`config.mk`:
```
export PLATFORM = sky130hd
export DESIGN_NAME = cmm_div
export DESIGN_NICKNAME = d
export VERILOG_FILES = /design/src/design/cmm_div.sv
export SDC_FILE = /design/constraint.sdc
export NUM_CORES = 1
export LEC_CHECK = 0
export BUFFER_PORTS_ARGS = -buffer_cell sky130_fd_sc_hd__clkbuf_2
export CORE_MARGIN = 2
export CORE_UTILIZATION = 34
export DETAILED_ROUTE_END_ITERATION = 8
export PLACE_DENSITY_LB_ADDON = 0.08
export SLEW_MARGIN = 20
export SYNTH_ARGS = -nofsm -noshare
export SYNTH_HDL_FRONTEND = slang
export SYNTH_SLANG_ARGS = --single-unit
```
`constraint.sdc`:
```
create_clock -name clock -period 3.8 [get_ports clock]
set_clock_uncertainty 0.1 [all_clocks]
set_input_delay 0.76 -clock clock [delete_from_list [all_inputs] [get_ports clock]]
set_output_delay 0.76 -clock clock [all_outputs]
set_load 0.02 [all_outputs]
```
`src/design/cmm_div.sv`:
```
`timescale 1ns / 1ps

// Restoring divider giving floor(num * 2^FRAC_BITS / den) for num <= den,
// one quotient bit per cycle. A zero denominator yields zero.
module cmm_div #(
   parameter int WIDTH     = 40,
   parameter int FRAC_BITS = 16
) (
   input  logic                 clock,
   input  logic                 reset,
   input  logic                 start,
   input  logic [WIDTH-1:0]     num,
   input  logic [WIDTH-1:0]     den,
   output logic                 done,
   output logic [FRAC_BITS:0]   quot
);

   localparam int STEPS = FRAC_BITS + 1;
   localparam int CNT_W = $clog2(STEPS + 1);

   logic [WIDTH:0]     rem_ff, rem_in;
   logic [WIDTH-1:0]   den_ff;
   logic [FRAC_BITS:0] quot_ff;
   logic [CNT_W-1:0]   cnt_ff;
   logic               busy_ff;
   logic               done_ff;
   logic [WIDTH:0]     trial;
   logic               fits;

   // The integer bit is taken without a shift; every fraction bit shifts first.
   assign trial  = (cnt_ff == CNT_W'(STEPS)) ? rem_ff : {rem_ff[WIDTH-1:0], 1'b0};
   assign fits   = trial >= {1'b0, den_ff};
   assign rem_in = fits ? (trial - {1'b0, den_ff}) : trial;

   always_ff @(posedge clock) begin
      if (reset) begin
         busy_ff <= 1'b0;
         done_ff <= 1'b0;
         cnt_ff  <= '0;
      end else begin
         done_ff <= 1'b0;
         if (start) begin
            busy_ff <= 1'b1;
            cnt_ff  <= CNT_W'(STEPS);
         end else if (busy_ff) begin
            cnt_ff <= cnt_ff - 1'b1;
            if (cnt_ff == CNT_W'(1)) begin
               busy_ff <= 1'b0;
               done_ff <= 1'b1;
            end
         end
      end
   end

   always_ff @(posedge clock) begin
      if (start) begin
         rem_ff  <= {1'b0, num};
         den_ff  <= den;
         quot_ff <= '0;
      end else if (busy_ff) begin
         rem_ff  <= rem_in;
         quot_ff <= {quot_ff[FRAC_BITS-1:0], fits};
      end
   end

   assign done = done_ff;
   assign quot = (den_ff == '0) ? '0 : quot_ff;

endmodule

```
# == Word level (Yosys, flattened, before mapping) ==
# Cells that the tools add are included.
# word_totals
regBits,105
latchBits,0
ram_bits,0
mem_bits_ro,0
input_bits,83
out_inout_bits,18
wordCells,29
mem_count,0
# classes
add_sub_neg,2
mul,0
n_div,0
n_lt_le_gt_ge,1
eq_ne,2
n_shift,0
n_mux,11
n_bitwise,1
n_reduce_logical,4
# ops
op,n
two-way mux 41 bit,2
two-way mux 40 bit,2
>= comparator 41 x 40 -> 1 bit,1
subtractor 41 x 40 -> 41 bit,1
logical NOT 40 bit,1
two-way mux 17 bit,1
two-way mux 5 bit,2
equality test 5 x 1 -> 1 bit (second input constant),1
equality test 5 bit (second input constant),1
subtractor 5 x 1 -> 5 bit (second input constant),1
two-way mux 1 bit,4
OR reduction 3 bit,1
nonzero test 2 bit,1
OR reduction 2 bit,1
NOT 1 bit,1

# == Longest topological paths before layout ==
# depth
word_depth,6
mapped_depth,18
ltp_nobuf,15

# == Worst setup path before layout ==
# Ideal clock, no wire load.
# synth_path
kind,register to register
startpoint,reg cnt_ff[0]
endpoint,reg rem_ff[0] (data pin)
setup_ps,260
arrival_time_ps,3713
required_ps,3440
path_slack_ps,-273
stages_incl_launch_ff,17
path_buffers,3
synth_period_minus_slack_ps,4073
cell_sequence,dfxtp_1 -> ha_1 -> and3_1 -> buf_2 -> buf_1 -> mux2i_1 -> inv_1 -> ha_1 -> nor2b_1 -> o2111ai_1 -> a2111oi_4 -> nor2_1 -> o21a_1 -> a31oi_4 -> buf_4 -> a21oi_1 -> mux2_2
# synth_via
elab_chain_len,6
word_cells_on_any_way,7
classes_between,add/sub (1); order compare (1); eq/ne (1); mux (4)
# synth_lines
item,line_no,source
"start, declared",24,logic [CNT_W-1:0] cnt_ff;
"start signal, assigned",44,cnt_ff <= CNT_W'(STEPS);
"start signal, assigned",46,cnt_ff <= cnt_ff - 1'b1;
equality test 5 bit *,31,"assign trial = (cnt_ff == CNT_W'(STEPS)) ? rem_ff : {rem_ff[WIDTH-1:0], 1'b0};"
two-way mux 41 bit *,31,
subtractor 41 x 40 -> 41 bit or >= comparator 41 x 40 -> 1 bit (tied branches),"33, 32",
two-way mux 41 bit *,33,"assign rem_in = fits ? (trial - {1'b0, den_ff}) : trial;"
two-way mux 40 bit *,60,end else if (busy_ff) begin
two-way mux 40 bit *,56,if (start) begin
"end signal, assigned",57,"rem_ff <= {1'b0, num};"
"end signal, assigned",61,rem_ff <= rem_in;
"end, declared",21,"logic [WIDTH:0] rem_ff, rem_in;"
# Every way passes the cells marked *; elsewhere a longest branch is shown, timed or not. The select of a mux whose other input is x is not followed.
# A chain may end at the register's enable or synchronous reset.

# == Worst setup path in the final report ==
# layout_path
startpoint,reg cnt_ff[1]
endpoint,reg rem_ff[31] (data pin)
# Same word-level chain as after synthesis.

==> summary.txt <==
Detailed routing
  – DRT Wirelength: 22.7 mm
  – DRC Markers: 0
  – Drt wl/cell: 17.4 um
  – TritonRoute pass-1 iters: 4
  – Via Count: 6707
  – Drt initial violations: 312
  – Vias per cell: 5.14
  – Antenna viol nets, final: 0

Clock network
  – Worst skew pair latency: 0.37 ns
  – Root buf cell: clkbuf_16
  – Clock Pin Slew Worst Setup and Hold Paths: 0.08 ns
  – Cts hold-fix bufs: 0
  – TritonCTS Sinks: 105
  – CTS tree: yes
  – CTS buffer count: 9
  – H-tree levels: 3
  – Clock Tree Buf Depth: 2

Synth
  – YS warnings: 0
  – Async S/R FF share, synth: 0%
  – Post-Syn Instances: 784
  – Net Count, Synth: 910
  – Top cell type's share of synthesized area: 32.9%
  – Cell with the most instances after synthesis: edfxtp_1
  – Largest area contributor in the netlist: edfxtp_1
  – Sequential-to-total area share from yosys stat: 39.7%
  – Syn avg cell area: 9.32 um2
  – Synth cell types: 63
  – Post-synth EDFFs: 80
  – Commonest cells in the netlist: 80 x edfxtp_1, 79 x nor2_1, 75 x a21oi_1, 64 x nand2_1, 50 x inv_1
  – Most used DFF post-synth: edfxtp_1
  – Flops & latches, synth: 105
  – Synth top area cells: edfxtp_1 33%, ha_1 7.2%, dfxtp_1 6.8%
  – Cell area after synthesis: 7310 um2

Run
  – MaxCap Viol Count: 0

STA
  – RSZ-0062 raised after global routing: true
  – Post-Route Setup TNS: -0.371 ns
  – Final Setup Violations: 7
  – Fin. Hold Viols: 0
  – Final worst path period need: 3.89 ns
  – Min Hold Slack: 0.375 ns
  – Max_slew headroom: 53.4%
  – Worst slew pin tran: 0.699 ns
  – Fin crit share: 102%
  – Worst Setup Slack, final: -0.0882 ns
  – Fmax: 257 MHz
  – Pins over their slew limit: 0

Setup path
  – Worst EP arrival: 3.87 ns
  – Max incr delay on CP: 0.35 ns
  – Crit path kind: flip-flop to flip-flop
  – CP Max Fanout: 4
  – R2R depth: 19
  – Crit. End Element: flip-flop
  – Worst Setup SP: cnt_ff[1]$_SDFFE_PP0P_
  – Crit start category: flip-flop
  – Slowest cell on crit path: o31a_1
  – RR Startpoint: cnt_ff[1]$_SDFFE_PP0P_
  – Crit-path cells: inv_2 -> ha_4 -> and3_4 -> buf_12 -> buf_8 -> mux2i_4 -> inv_2 -> ha_4 -> a21oi_4 -> buf_4 -> a21oi_1 -> a211o_1 -> buf_4 -> o2111a_1 -> o31a_1 -> nor2_1 -> xnor2_1 -> mux2i_1 -> a21oi_1
  – Worst path required time: 3.78 ns

Layout
  – # fillers: 1941
  – P&R area growth vs syn: 47.3%
  – Ant diodes: 0
  – Proportion of layout cells with a drive suffix above 1: 43.8%
  – Final net count: 1150

Placement
  – HPWL after DPL: 15.9 mm
  – GPL Wtd Cong: 0.878
  – PortBufs: 100

Min path
  – Worst min-delay path category: flip-flop to flip-flop
  – Critical hold path startpoint: rem_ff[40]$_SDFFE_PP0P_
  – Hold Path Depth: 2

Global route
  – Gr ovfl total: 0
  – Vias in the first global route: 6761
  – First-pass GRT wire length: 35.8 mm
  – Largest net degree at the start of global routing: 55
  – Initial antenna violation count: 0
  – Global-route usage over all layers: 20.3%

Run status
  – Violated checks: negative setup slack
  – Status: complete, but fails checks

Power and ir drop
  – Max VDD drop: 0.000322 V
  – Pwr Total: 0.00788 W
  – Power Dens Cells: 732 nW/um2
  – Lkg Pwr: 4.63 nW

Die
  – Die area: 22700 um2
  – Initial Utilization: 34.7%
  – Die Ht: 151 um
  – Row cnt: 53
  – Die X: 151 um
  – Core Area: 21100 um2
  – Ports: 101
==> stage by stage <==
step	setup WS, ns	util [%]	cells	instance area (um2)
after global placement	-0.267	42.3	1240	8930
after CTS	-0.0785	48.5	1291	10200
final	-0.0882	51.1	1304	10800
after detailed placement	-0.315	42.3	1240	8930
after floorplan	0.0117	-	784	7340
after global routing	-0.216	51.1	1304	10800
==> critical path, delay by kind of cell (launching register included) <==
kind	cells	cell delay (ns)
compound gates	6	1.23
buf+inv	6	0.66
simple gates	2	0.43
fa+ha+maj	2	0.39
mux	2	0.37
flops	1	0.33
xor+xnor	1	0.09
==> layout by cell type (no fill, tap or decap), types with 11 or more instances in the layout <==
cell type / n
mux2_2: 17
nand2_2: 12
nor2_1: 73
buf_4: 133
dfxtp_1: 23
mux2_4: 19
o21ai_0: 19
xor2_1: 16
nand2_1: 45
a21o_1: 24
ha_4: 29
clkbuf_2: 99
inv_1: 47
nor2b_1: 24
o21ai_2: 18
xnor2_1: 17
edfxtp_1: 80
mux2i_1: 35
a21oi_1: 57
a21oi_2: 17
ha_1: 12
buf_6: 11
==> timing repair <==
action                                  CTS  global route
pin swaps                                33            40
gates cloned                              8             1
gates resized for setup                 109           113
endpoints found under the setup margin   42            42
buffers inserted                         27            16
==> power breakdown <==
| part | switching (W) | internal, W | total, W |
|---|---|---|---|
| combinational | 0.00251 | 0.00275 | 0.00526 |
| sequential | 0.000137 | 0.00151 | 0.00165 |
| clock | 0.000484 | 0.000485 | 0.000969 |
| total | 0.00313 | 0.00475 | 0.00788 |
==> logic make-up after synthesis <==
group / synth area share, %
buf+inv: 4.91
mux: 11.3
flops: 39.7
compound gates: 17.3
xor+xnor: 3.95
simple gates: 15.4
fa+ha+maj: 7.46
==> routing by layer <==
metal	part of all wire, %	wire length [um]	vias to the layer above	GRT usage, %
met5	0	0	-	0
met4	1.7	378	0	4.91
met1	47	10700	3212	28.5
met3	3.8	861	23	3.55
met2	47	10800	142	32.4
li1	-	-	3330	-
==> layout make-up <==
class                      instances  area, um2  share of cell area [%]
multi-input combinational        594       4980                    46.3
sequential                       105       2910                    27.0
timing repair buffer             263       2040                    19.0
tap                              275        344                    3.20
clock buffer                      10        239                    2.22
inverter                          51        191                    1.78
clock inverter                     6       65.1                   0.604
==> state kept, by name, summed over array words and instances, names as in the netlist <==
signal	count
busy_ff	1
done	1
rem_ff	41
den_ff	40
cnt_ff	5
quot_ff	17
==> final timing paths <==
check                                  to  slack (ns)
hold / removal    rem_ff[40]$_SDFFE_PP0P_        0.38
hold reg to reg   rem_ff[40]$_SDFFE_PP0P_        0.38
setup reg to reg     rem_ff[31]$_DFFE_PP_       -0.09
setup / recovery     rem_ff[31]$_DFFE_PP_       -0.09
(Power assumes the default switching activity.)
